`src/rtl/tls_pkg.sv`:
```
// shared types and constants for the tote lift sequencer
package tls_pkg;

  localparam int DRIVE_BITS_DEF = 11;
  localparam int TICK_BITS_DEF  = 12;
  localparam int GATE_BITS      = 8;
  localparam int CFG_IDX_BITS   = 3;

  // reset values of the timing registers, in 20 ms ticks
  localparam int AFTER_CYCLE_RST = 25;    // half a second
  localparam int GATE_RST        = 12;    // a quarter second must be exceeded
  localparam int SAFETY_RST      = 1500;  // thirty seconds

  typedef enum logic [3:0] {
    ACT_TICK        = 4'd0,
    ACT_RAISE       = 4'd1,
    ACT_LOWER       = 4'd2,
    ACT_LIFT_STOP   = 4'd3,
    ACT_INTAKE_RUN  = 4'd4,
    ACT_INTAKE_STOP = 4'd5,
    ACT_ALL_STOP    = 4'd6,
    ACT_AUTO_START  = 4'd7,
    ACT_AUTO_STOP   = 4'd8,
    ACT_PAUSE       = 4'd9,
    ACT_RESUME      = 4'd10,
    ACT_HOLD        = 4'd11,
    ACT_RELEASE     = 4'd12,
    ACT_TELEOP      = 4'd13,
    ACT_AUTONOMOUS  = 4'd14,
    ACT_DISABLED    = 4'd15
  } action_t;

  typedef enum logic [2:0] {
    PH_TOP    = 3'd0,
    PH_GATE   = 3'd1,
    PH_FIRST  = 3'd2,
    PH_LOWER  = 3'd3,
    PH_BOTTOM = 3'd4,
    PH_HOLD   = 3'd5,
    PH_AFTER  = 3'd6,
    PH_RAISE  = 3'd7
  } phase_t;

  typedef enum logic [CFG_IDX_BITS-1:0] {
    CFG_RAISE_DRIVE    = 3'd0,
    CFG_LOWER_DRIVE    = 3'd1,
    CFG_STOP_DRIVE     = 3'd2,
    CFG_TOP_HOLD_DRIVE = 3'd3,
    CFG_INTAKE_DRIVE   = 3'd4,
    CFG_AFTER_TICKS    = 3'd5,
    CFG_GATE_TICKS     = 3'd6,
    CFG_SAFETY_TICKS   = 3'd7
  } cfg_idx_t;

endpackage

```
`src/rtl/tote_lift_sequencer.sv`:
```
// tote lift sequencer top level: command decode, lift phase machine and result register
//
// Every input beat is either a 20 ms tick or a command, together with the four
// sensor levels, and produces exactly one result beat with the drive levels,
// the auto and hold flags and the lift phase. The whole update is one pass of
// combinational logic from the accepted beat and the current state into the
// state registers and the result register, so a beat is taken in every cycle
// and its result appears in the next cycle; the only thing holding off input
// is the result register itself when the downstream side is not taking it.
// Drives are signed Q1.10 values, only copied, never computed. Timing registers
// count ticks (after_cycle 25, gate 12, safety 1500 after reset). Configuration
// is written by the user through the plain write port while the block is idle, unenforced.
module tote_lift_sequencer #(
  parameter int DRIVE_BITS = tls_pkg::DRIVE_BITS_DEF,
  parameter int TICK_BITS  = tls_pkg::TICK_BITS_DEF,
  localparam int CFG_W     = (DRIVE_BITS > TICK_BITS) ?
                             ((DRIVE_BITS > tls_pkg::GATE_BITS) ? DRIVE_BITS : tls_pkg::GATE_BITS) :
                             ((TICK_BITS > tls_pkg::GATE_BITS) ? TICK_BITS : tls_pkg::GATE_BITS),
  localparam int OUT_USED  = 2 * DRIVE_BITS + 5,
  localparam int OUT_W     = ((OUT_USED + 7) / 8) * 8
) (
  input  logic                            clk,
  input  logic                            rst_n,
  // configuration write port
  input  logic                            cfg_wr_en,
  input  logic [tls_pkg::CFG_IDX_BITS-1:0] cfg_index,
  input  logic [CFG_W-1:0]                cfg_wdata,
  // input beats
  input  logic                            in_tvalid,
  output logic                            in_tready,
  input  logic [7:0]                      in_tdata,  // intake_beam_broken, top_beam_broken,
                                                     // lift_at_bottom, lift_at_top, zero pad
  input  logic [3:0]                      in_tuser,  // action
  // result beats
  output logic                            out_tvalid,
  input  logic                            out_tready,
  output logic [OUT_W-1:0]                out_tdata  // lift_drive, roller_drive, auto_on,
                                                     // hold_request, lift_phase, zero pad
);

  localparam int PAD_W = OUT_W - OUT_USED;

  // configuration registers
  logic signed [DRIVE_BITS-1:0] raise_drive_r, lower_drive_r, stop_drive_r;
  logic signed [DRIVE_BITS-1:0] top_hold_drive_r, intake_run_drive_r;
  logic [TICK_BITS-1:0]         after_cycle_ticks_r, safety_ticks_r;
  logic [tls_pkg::GATE_BITS-1:0] gate_ticks_r;

  // sequencer state
  tls_pkg::phase_t              phase_r, phase_nxt;
  logic                         auto_enabled_r, auto_enabled_nxt;
  logic                         prepare_remove_r, prepare_remove_nxt;
  logic                         first_tote_r, first_tote_nxt;
  logic signed [DRIVE_BITS-1:0] lift_level_r, lift_level_nxt;
  logic signed [DRIVE_BITS-1:0] roller_level_r, roller_level_nxt;
  logic signed [DRIVE_BITS-1:0] paused_level_r, paused_level_nxt;
  logic [TICK_BITS-1:0]         delay_count_r, delay_count_nxt;
  logic [TICK_BITS-1:0]         safety_count_r, safety_count_nxt;

  // result register
  logic                         out_valid_r;
  logic [OUT_W-1:0]             out_data_r, out_data_nxt;

  logic                         in_accept;
  tls_pkg::action_t             action;
  logic                         ib, tb, bot, top;

  assign action    = tls_pkg::action_t'(in_tuser);
  assign ib        = in_tdata[0];
  assign tb        = in_tdata[1];
  assign bot       = in_tdata[2];
  assign top       = in_tdata[3];

  // result register frees up in the same cycle it is taken
  assign in_tready = !out_valid_r || out_tready;
  assign in_accept = in_tvalid && in_tready;
  assign out_tvalid = out_valid_r;
  assign out_tdata  = out_data_r;

  // configuration writes
  always_ff @(posedge clk) begin
    if (!rst_n) begin
      raise_drive_r       <= '0;
      lower_drive_r       <= '0;
      stop_drive_r        <= '0;
      top_hold_drive_r    <= '0;
      intake_run_drive_r  <= '0;
      after_cycle_ticks_r <= TICK_BITS'(tls_pkg::AFTER_CYCLE_RST);
      gate_ticks_r        <= tls_pkg::GATE_BITS'(tls_pkg::GATE_RST);
      safety_ticks_r      <= TICK_BITS'(tls_pkg::SAFETY_RST);
    end else if (cfg_wr_en) begin
      unique case (tls_pkg::cfg_idx_t'(cfg_index))
        tls_pkg::CFG_RAISE_DRIVE:    raise_drive_r       <= cfg_wdata[DRIVE_BITS-1:0];
        tls_pkg::CFG_LOWER_DRIVE:    lower_drive_r       <= cfg_wdata[DRIVE_BITS-1:0];
        tls_pkg::CFG_STOP_DRIVE:     stop_drive_r        <= cfg_wdata[DRIVE_BITS-1:0];
        tls_pkg::CFG_TOP_HOLD_DRIVE: top_hold_drive_r    <= cfg_wdata[DRIVE_BITS-1:0];
        tls_pkg::CFG_INTAKE_DRIVE:   intake_run_drive_r  <= cfg_wdata[DRIVE_BITS-1:0];
        tls_pkg::CFG_AFTER_TICKS:    after_cycle_ticks_r <= cfg_wdata[TICK_BITS-1:0];
        tls_pkg::CFG_GATE_TICKS:     gate_ticks_r        <= cfg_wdata[tls_pkg::GATE_BITS-1:0];
        tls_pkg::CFG_SAFETY_TICKS:   safety_ticks_r      <= cfg_wdata[TICK_BITS-1:0];
        default: ;
      endcase
    end
  end

  // next state: command first, then safety timeout, then one auto step on a tick
  always_comb begin
    logic [TICK_BITS-1:0] delay_inc;
    logic                 gate_done;
    phase_nxt          = phase_r;
    auto_enabled_nxt   = auto_enabled_r;
    prepare_remove_nxt = prepare_remove_r;
    first_tote_nxt     = first_tote_r;
    lift_level_nxt     = lift_level_r;
    roller_level_nxt   = roller_level_r;
    paused_level_nxt   = paused_level_r;
    delay_count_nxt    = delay_count_r;
    safety_count_nxt   = safety_count_r;

    // command decode; manual drives only count while auto is off
    unique case (action)
      tls_pkg::ACT_TICK: ;
      tls_pkg::ACT_RAISE: begin
        if (!auto_enabled_r) begin
          lift_level_nxt   = raise_drive_r;
          safety_count_nxt = '0;
        end
      end
      tls_pkg::ACT_LOWER: begin
        if (!auto_enabled_r) begin
          lift_level_nxt   = lower_drive_r;
          safety_count_nxt = '0;
        end
      end
      tls_pkg::ACT_LIFT_STOP: begin
        if (!auto_enabled_r) begin
          lift_level_nxt   = stop_drive_r;
          safety_count_nxt = '0;
        end
      end
      tls_pkg::ACT_INTAKE_RUN: begin
        if (!auto_enabled_r) begin
          roller_level_nxt = intake_run_drive_r;
          safety_count_nxt = '0;
        end
      end
      // intake stop leaves the roller level alone
      tls_pkg::ACT_INTAKE_STOP: begin
        if (!auto_enabled_r) safety_count_nxt = '0;
      end
      tls_pkg::ACT_ALL_STOP: begin
        if (!auto_enabled_r) begin
          lift_level_nxt   = stop_drive_r;
          paused_level_nxt = '0;
          safety_count_nxt = '0;
        end
      end
      tls_pkg::ACT_AUTO_START: begin
        if (!auto_enabled_r) begin
          auto_enabled_nxt = 1'b1;
          paused_level_nxt = '0;
          phase_nxt        = tls_pkg::PH_RAISE;
          roller_level_nxt = intake_run_drive_r;
          safety_count_nxt = '0;
        end
      end
      tls_pkg::ACT_AUTO_STOP: begin
        if (auto_enabled_r) begin
          auto_enabled_nxt = 1'b0;
          lift_level_nxt   = stop_drive_r;
          safety_count_nxt = '0;
        end
      end
      tls_pkg::ACT_PAUSE: begin
        if (auto_enabled_r) begin
          auto_enabled_nxt = 1'b0;
          paused_level_nxt = lift_level_r;
          lift_level_nxt   = stop_drive_r;
          safety_count_nxt = '0;
        end
      end
      // resume whenever auto is off, restoring the saved lift drive
      tls_pkg::ACT_RESUME: begin
        if (!auto_enabled_r) begin
          lift_level_nxt   = paused_level_r;
          roller_level_nxt = intake_run_drive_r;
          auto_enabled_nxt = 1'b1;
          safety_count_nxt = '0;
        end
      end
      tls_pkg::ACT_HOLD: begin
        if (auto_enabled_r) prepare_remove_nxt = 1'b1;
      end
      tls_pkg::ACT_RELEASE: prepare_remove_nxt = 1'b0;
      tls_pkg::ACT_TELEOP: begin
        auto_enabled_nxt = 1'b1;
        roller_level_nxt = intake_run_drive_r;
        paused_level_nxt = '0;
        phase_nxt        = tls_pkg::PH_RAISE;
        safety_count_nxt = '0;
      end
      tls_pkg::ACT_AUTONOMOUS: begin
        roller_level_nxt = '0;
        safety_count_nxt = '0;
      end
      tls_pkg::ACT_DISABLED: safety_count_nxt = '0;
      default: ;
    endcase

    // safety counter advances on ticks and saturates
    if (action == tls_pkg::ACT_TICK && safety_count_nxt != '1) begin
      safety_count_nxt = safety_count_nxt + 1'b1;
    end
    if (safety_count_nxt > safety_ticks_r) begin
      lift_level_nxt   = stop_drive_r;
      safety_count_nxt = '0;
    end

    delay_inc = (delay_count_r == '1) ? delay_count_r : delay_count_r + 1'b1;
    gate_done = {{(CFG_W-TICK_BITS){1'b0}}, delay_inc} >
                {{(CFG_W-tls_pkg::GATE_BITS){1'b0}}, gate_ticks_r};

    // lift phase machine, one step per tick while auto is on
    if (action == tls_pkg::ACT_TICK && auto_enabled_nxt) begin
      safety_count_nxt = '0;
      unique case (phase_r)
        tls_pkg::PH_TOP: begin
          if (tb && ib) prepare_remove_nxt = 1'b1;
          if (ib || prepare_remove_nxt) begin
            if (first_tote_r) begin
              lift_level_nxt = top_hold_drive_r;
              phase_nxt      = tls_pkg::PH_FIRST;
            end else begin
              delay_count_nxt = '0;
              phase_nxt       = tls_pkg::PH_GATE;
              lift_level_nxt  = lower_drive_r;
            end
          end else begin
            lift_level_nxt = top_hold_drive_r;
          end
        end
        tls_pkg::PH_GATE: begin
          delay_count_nxt = delay_inc;
          if (gate_done) phase_nxt = tls_pkg::PH_LOWER;
        end
        tls_pkg::PH_FIRST: begin
          if (!ib) begin
            first_tote_nxt = 1'b0;
            phase_nxt      = tls_pkg::PH_TOP;
          end
        end
        tls_pkg::PH_LOWER: begin
          if (!bot) begin
            lift_level_nxt = lower_drive_r;
          end else begin
            phase_nxt      = tls_pkg::PH_BOTTOM;
            lift_level_nxt = '0;
          end
        end
        tls_pkg::PH_BOTTOM: begin
          if (prepare_remove_nxt) begin
            phase_nxt = tls_pkg::PH_HOLD;
          end else begin
            phase_nxt      = tls_pkg::PH_RAISE;
            lift_level_nxt = raise_drive_r;
          end
        end
        // wait for the stack to be pulled off the intake
        tls_pkg::PH_HOLD: begin
          if (!ib) begin
            first_tote_nxt     = 1'b1;
            prepare_remove_nxt = 1'b0;
            phase_nxt          = tls_pkg::PH_AFTER;
            delay_count_nxt    = '0;
          end else begin
            lift_level_nxt = lower_drive_r;
          end
        end
        tls_pkg::PH_AFTER: begin
          delay_count_nxt = delay_inc;
          if (delay_inc > after_cycle_ticks_r) phase_nxt = tls_pkg::PH_RAISE;
        end
        tls_pkg::PH_RAISE: begin
          if (!top) begin
            lift_level_nxt = raise_drive_r;
          end else begin
            phase_nxt      = tls_pkg::PH_TOP;
            lift_level_nxt = '0;
          end
        end
        default: ;
      endcase
    end
  end

  // result beat packing from the updated state
  always_comb begin
    out_data_nxt = {{PAD_W{1'b0}}, phase_nxt, prepare_remove_nxt, auto_enabled_nxt,
                    roller_level_nxt, lift_level_nxt};
  end

  // state and result registers
  always_ff @(posedge clk) begin
    if (!rst_n) begin
      phase_r          <= tls_pkg::PH_TOP;
      auto_enabled_r   <= 1'b0;
      prepare_remove_r <= 1'b0;
      first_tote_r     <= 1'b1;
      lift_level_r     <= '0;
      roller_level_r   <= '0;
      paused_level_r   <= '0;
      delay_count_r    <= '0;
      safety_count_r   <= '0;
      out_valid_r      <= 1'b0;
    end else begin
      if (in_accept) begin
        phase_r          <= phase_nxt;
        auto_enabled_r   <= auto_enabled_nxt;
        prepare_remove_r <= prepare_remove_nxt;
        first_tote_r     <= first_tote_nxt;
        lift_level_r     <= lift_level_nxt;
        roller_level_r   <= roller_level_nxt;
        paused_level_r   <= paused_level_nxt;
        delay_count_r    <= delay_count_nxt;
        safety_count_r   <= safety_count_nxt;
        out_valid_r      <= 1'b1;
      end else if (out_tready) begin
        out_valid_r      <= 1'b0;
      end
    end
  end

  // result data only loads with an accepted beat
  always_ff @(posedge clk) begin
    if (in_accept) out_data_r <= out_data_nxt;
  end

  // every accepted beat leaves a result pending
  a_accept_gives_result: assert property (@(posedge clk) disable iff (!rst_n)
    in_accept |=> out_valid_r)
    else $error("accepted beat left no result");

  // with auto off, only auto start or teleop can move the phase
  a_phase_frozen: assert property (@(posedge clk) disable iff (!rst_n)
    (in_accept && !auto_enabled_r && action != tls_pkg::ACT_AUTO_START &&
     action != tls_pkg::ACT_TELEOP) |=> phase_r == $past(phase_r))
    else $error("phase moved while auto was off");

  // an auto tick always clears the safety count
  a_auto_tick_clears_safety: assert property (@(posedge clk) disable iff (!rst_n)
    (in_accept && action == tls_pkg::ACT_TICK && auto_enabled_r) |=> safety_count_r == '0)
    else $error("safety count not cleared by auto tick");

  // release always drops the hold request
  a_release_clears_hold: assert property (@(posedge clk) disable iff (!rst_n)
    (in_accept && action == tls_pkg::ACT_RELEASE) |=> !prepare_remove_r)
    else $error("hold request survived release");

endmodule

```
`config.mk`:
```
export PLATFORM = sky130hd
export DESIGN_NAME = tote_lift_sequencer
export DESIGN_NICKNAME = d
export VERILOG_FILES = /design/src/rtl/tls_pkg.sv /design/src/rtl/tote_lift_sequencer.sv
export SDC_FILE = /design/constraint.sdc
export NUM_CORES = 1
export LEC_CHECK = 0
export ABC_AREA = 1
export CORE_AREA = 2 2 202 204
export DETAILED_ROUTE_END_ITERATION = 7
export DIE_AREA = 0 0 204 206
export DONT_BUFFER_PORTS = 1
export GPL_TIMING_DRIVEN = 0
export HOLD_SLACK_MARGIN = 0.02
export PLACE_DENSITY = 0.42
export SLEW_MARGIN = 25
export SYNTH_ARGS = -nofsm -noshare
export SYNTH_HDL_FRONTEND = slang
export SYNTH_SLANG_ARGS = --single-unit
```
`constraint.sdc`:
```
create_clock -name clk -period 12.35 [get_ports clk]
set_clock_uncertainty 0.2 [all_clocks]
set_input_delay 0.6175 -clock clk [delete_from_list [all_inputs] [get_ports clk]]
set_output_delay 0.6175 -clock clk [all_outputs]
set_load 0.05 [all_outputs]
```
======== After elaboration in Yosys (flattened, before gate mapping) ========
Cells that the tools add are included.
operators by class
  add/sub/neg operators ................... 2
  $lt $le $gt $ge ......................... 3
  eq/ne operators ......................... 36
  mux-type cells .......................... 57
  reductions and logical operators ........ 33
operators with widths
  kind                                                             count
  11-bit two-way mux                                               15
  11-bit case mux with 5 select lines                              2
  12-bit two-way mux                                               9
  12-bit case mux with 3 select lines                              2
  11-bit case mux with 3 select lines                              2
  4-bit == test, second input constant                             8
  3-bit two-way mux                                                9
  12-bit by 1-bit adder with 12-bit output, second input constant  2
  3-bit == test, second input constant                             8
  12-bit greater-than comparator                                   2
  3-bit case mux with 8 select lines                               1
  4-bit by 3-bit == test with 1-bit output, second input constant  4
  2-bit AND reduction                                              8
  12-bit == test, second input constant                            1
  3-bit by 2-bit == test with 1-bit output, second input constant  4
  12-bit by 8-bit greater-than comparator with 1-bit output        1
  12-bit != test, second input constant                            1
  1-bit two-way mux                                                10
  2-bit != test, second input constant                             5
  3-bit OR reduction                                               3
  4-bit by 2-bit == test with 1-bit output, second input constant  2
  1-bit case mux with 2 select lines                               4
  2-bit OR reduction                                               4
  8-bit OR reduction                                               1
  other kinds (14)                                                 23
storage, ports and cells
  register bits ........................... 178
  input bits .............................. 32
  output and inout bits ................... 34

======== Depth between registers and ports, before layout ========
  depth after elaboration ................. 11
  depth in mapped cells ................... 31
  depth with buffers taken out ............ 30

======== Least setup slack after synthesis ========
No wires, ideal clock.
  path kind ............................... input -> register
  from .................................... input port in_tuser[2]
  to ...................................... register safety_count_r[11]
  library setup time ...................... 70 ps
  arrival ................................. 4,189 ps
  required time ........................... 12,080 ps
  slack ................................... 7,890 ps
  stages .................................. 26
  buffers on the path ..................... 3
  cells stage by stage .................... inv_1 -> nand2_2 -> nor2_1 -> nand2_1 -> nand3_2 -> inv_1 -> nor2_1 -> ha_1 -> inv_1 -> nor2_1 -> nand3_1 -> nand2_1 -> buf_2 -> nand2_1 -> and2_1 -> ha_1 -> a21oi_1 -> o21a_1 -> nand3_1 -> nand2_1 -> clkbuf_1 -> nand3_1 -> inv_1 -> buf_1 -> nand3_1 -> a21oi_1
between the ends
  word-level cells in the longest chain between the ends .. 9
RTL lines
  what                                                                              RTL line                    RTL
  from (decl)                                                                       tote_lift_sequencer.sv:33   input logic [3:0] in_tuser,
  branches (longest 8 deep; another with 12-bit by 1-bit adder with 12-bit output)  -
  12-bit two-way mux (*)                                                            tote_lift_sequencer.sv:224  if (action == tls_pkg::ACT_TICK && auto_enabled_nxt) begin
  to (signal assigned)                                                              tote_lift_sequencer.sv:325  safety_count_r <= safety_count_nxt;
  to (decl)                                                                         tote_lift_sequencer.sv:58   logic [TICK_BITS-1:0] safety_count_r, safety_count_nxt;
Every way passes the cells marked *.
A chain may end at the register's enable or synchronous reset.

======== Worst setup path after layout ========
  from .................................... input port in_tuser[2]
  to ...................................... register safety_count_r[9]
The elaborated chain is that of the path after synthesis.

==> qor.yml <==
critical_path:
  startpoint_type: "primary input"
  cp_num_buf_inv: 7
  cpMaxStageDelayCell: "clkbuf_1"
  cp.required_ps: 12540
  critical_path.top_delay_family: "simple AND/OR/NAND/NOR gates"
  cp_max_fo: 10
  end_kind: "flip-flop"
  cp_slowest_stage_delay_ps: 500
  crit_type: "primary input to flip-flop"
  path_common_cell: "nand2_1"
  arrival_ps: 6000
place:
  hpwl_um: 26280
  port-buffer-count: 0
  gp_congestion: 0.8879
cells_and_area:
  num-fill-cells: 4482
  post-route-util_pct: 27.66
  drive_above_1_share_pct: 5.102
  regArea_um2: 3834
  final_nets: 1523
  areaGrowthSynthToFinish_pct: 12.70
  multi_input_area_um2: 5010
  antenna_cells: 0
route:
  wirelength_um: 34700
  avgRoutedWirePerCell_um: 17.33
  dr.pass1.iters: 7
  drc: 0
  drtAntennaViolNets: 0
  num_vias: 9340
  drt_first_iter_violations: 756
  vias_per_cell: 4.665
cts:
  tritoncts: "built"
  ctsResizeCount: 0
  ctsRootBufferMaster: "clkbuf_16"
  h-tree-depth: 4
  cts.sink_count: 178
  clk_path_buf_depth: 2
  worstSkewPairLatency_ps: 470
  post-cts-setup-buffer-count: 0
  holdBufCountCts: 0
  path_clk_slew_ps: 80
  cts_buffers: 17
logic_synthesis:
  synth_ff_type: "dfxtp_1"
  synth_edf_count: 27
  syn_avg_cell_area_um2: 6.877
  synth_seq_cells: 178
  async_reset_ff_share_pct: 0
  syn_area_um2: 9862
  synth.distinct_cells: 43
  syn_inst: 1434
  yosysWarnings: 0
  ys_seq_area_share_pct: 38.87
sta:
  drv_slew: 0
  tns_ps: 0
  fmax_mhz: 172.1
  post-route-min-period_ps: 5809
  finalHoldViolCount: 0
  period_share_pct: 47.04
  rsz0062_at_grt: "false"
  relSlewSlack_pct: 44.28
  setup_viol: 0
  tightest_slew_ps: 835.8
power_and_ir_drop:
  vdd_drop_max_uv: 86.91
  p_int_w: 0.0009555
  power_density_nw_per_um2: 125.6
  switchingPower_w: 0.0004407
  seq_power_share_pct: 47.5
  clkPwrFrac_pct: 39.5
  leakagePower_nw: 4.656
  sw_frac_of_total_pct: 31.56
  combPwrFrac_pct: 12.9
die:
  die_w_um: 204
  die_y_um: 206
  die-area_um2: 42020
  row_count: 74
  io_pins: 66
  initial_core_util_pct: 24.54
  core_um2: 40180
global_routing:
  grt_use_total_pct: 16.99
  grt_pass1_vias: 8916
  grt_pass1_wl_um: 53540
  grt_max_degree: 37
  gr-total-overflow: 0
  grt_antenna_before_repair: 0
run:
  drv_cap: 0
min_path:
  hp-class: "primary input to flip-flop"
run_status:
  outcome: "finished, final reports clean"
## metrics by stage
step                      std cells  hold WS, ps  setup WS, ps  cell area (µm²)  total power, W
after floorplan                1438        229.5          7890             9877       0.0007980
after global placement         1970        254.1          5999            10540       0.0008568
after detailed placement       1970        254.8          6062            10550       0.0008566
after CTS                      2002        63.86          6549            11110        0.001412
after global routing           2002        79.48          6096            11110        0.001457
final                          2002        87.62          6541            11110        0.001396
## routing by layer
layer / routed length, µm / track usage [%] / up-vias
li1: - / - / 4789
met3: 1868 / 3.280 / 34
met1: 16680 / 23.11 / 4255
met4: 762 / 5.797 / 0
met5: 0 / 0 / -
met2: 15380 / 26.87 / 262
## area by class of cell
type / count / share of cell area (%)
sequential: 178 / 34.49
inverter: 199 / 6.721
clock inverter: 13 / 1.126
multi-input combinational: 997 / 45.07
buffer: 64 / 2.612
tap: 532 / 5.989
clock buffer: 19 / 3.985
## power groups by stage
| stage | Sequential (W) | Combinational [W] | Clock (W) |
|---|---|---|---|
| after floorplan | 0.000673 | 0.000125 | 0 |
| after global placement | 0.000677 | 0.000180 | 0 |
| after detailed placement | 0.000677 | 0.000180 | 0 |
| after CTS | 0.000664 | 0.000180 | 0.000568 |
| after global routing | 0.000667 | 0.000203 | 0.000587 |
| final | 0.000664 | 0.000181 | 0.000552 |
## worst reg2reg max path: cells and delay by family, from the launching register on
| family | cells | cell delay (ps) |
|---|---|---|
| simple gates | 13 | 2120 |
| flops | 1 | 300 |
| buf+inv | 8 | 2000 |
| fa+ha+maj | 2 | 660 |
| compound gates | 3 | 430 |
## flip-flops by register name (all words and copies together) (netlist names), 8 cells and up
name,flops
lift_level_r,11
intake_run_drive_r,11
delay_count_r,12
gate_ticks_r,8
raise_drive_r,11
stop_drive_r,11
top_hold_drive_r,11
safety_count_r,12
out_tdata,27
paused_level_r,11
lower_drive_r,11
roller_level_r,11
after_cycle_ticks_r,12
safety_ticks_r,12
## cell families after synthesis
| logic type | count (synthesis) | synth area share [%] |
|---|---|---|
| buf+inv | 263 | 10.48 |
| compound gates | 381 | 21.04 |
| other cells | 1 | 0.03802 |
| xor+xnor | 9 | 0.7993 |
| flops | 178 | 38.87 |
| fa+ha+maj | 34 | 4.314 |
| simple gates | 568 | 24.46 |
## cells in the final DEF, fill, tap and decap left out, types with 6 or more instances in the layout
master and instances:
xor2_1 8, nand2_1 243, a21oi_1 141, o32ai_1 12, a22oi_1 8, o21ai_1 9, clkbuf_1 47, ha_1 34
o21ai_0 171, buf_2 7, nor2_1 183, o211ai_1 20, nor3_1 23, dfxtp_1 151, inv_1 189, nand3_1 75
a211oi_1 8, nand4_1 16, and2_1 7, buf_4 6, edfxtp_1 27, clkbuf_16 17, inv_2 8
## synth_stat cells (16+ instances only)
library cell / n / area (µm²)
a21oi_1: 141 / 705.7
nor3_1: 23 / 115.1
nand2_1: 243 / 912.1
clkbuf_1: 47 / 176.4
o21ai_0: 171 / 855.8
dfxtp_1: 151 / 3023
ha_1: 34 / 425.4
inv_1: 189 / 709.4
nand3_1: 75 / 375.4
nor2_1: 183 / 686.9
edfxtp_1: 27 / 810.8
nand4_1: 16 / 100.1
o211ai_1: 20 / 150.1
## final timing paths
| path | startpoint | slack [ps] | end | cells past startpoint |
|---|---|---|---|---|
| max reg2reg | auto_enabled_r$_SDFFE_PN0P_ | 6590 | safety_count_r[9]$_SDFFE_PN0P_ | 26 |
| min reg2reg | gate_ticks_r[5]$_SDFFE_PN0P_ | 270 | gate_ticks_r[5]$_SDFFE_PN0P_ | 2 |
| min | cfg_wdata[3] | 90 | lower_drive_r[3]$_SDFFE_PN0P_ | 2 |
| max | in_tuser[2] | 6540 | safety_count_r[9]$_SDFFE_PN0P_ | 27 |
(Power assumes the default switching activity.)
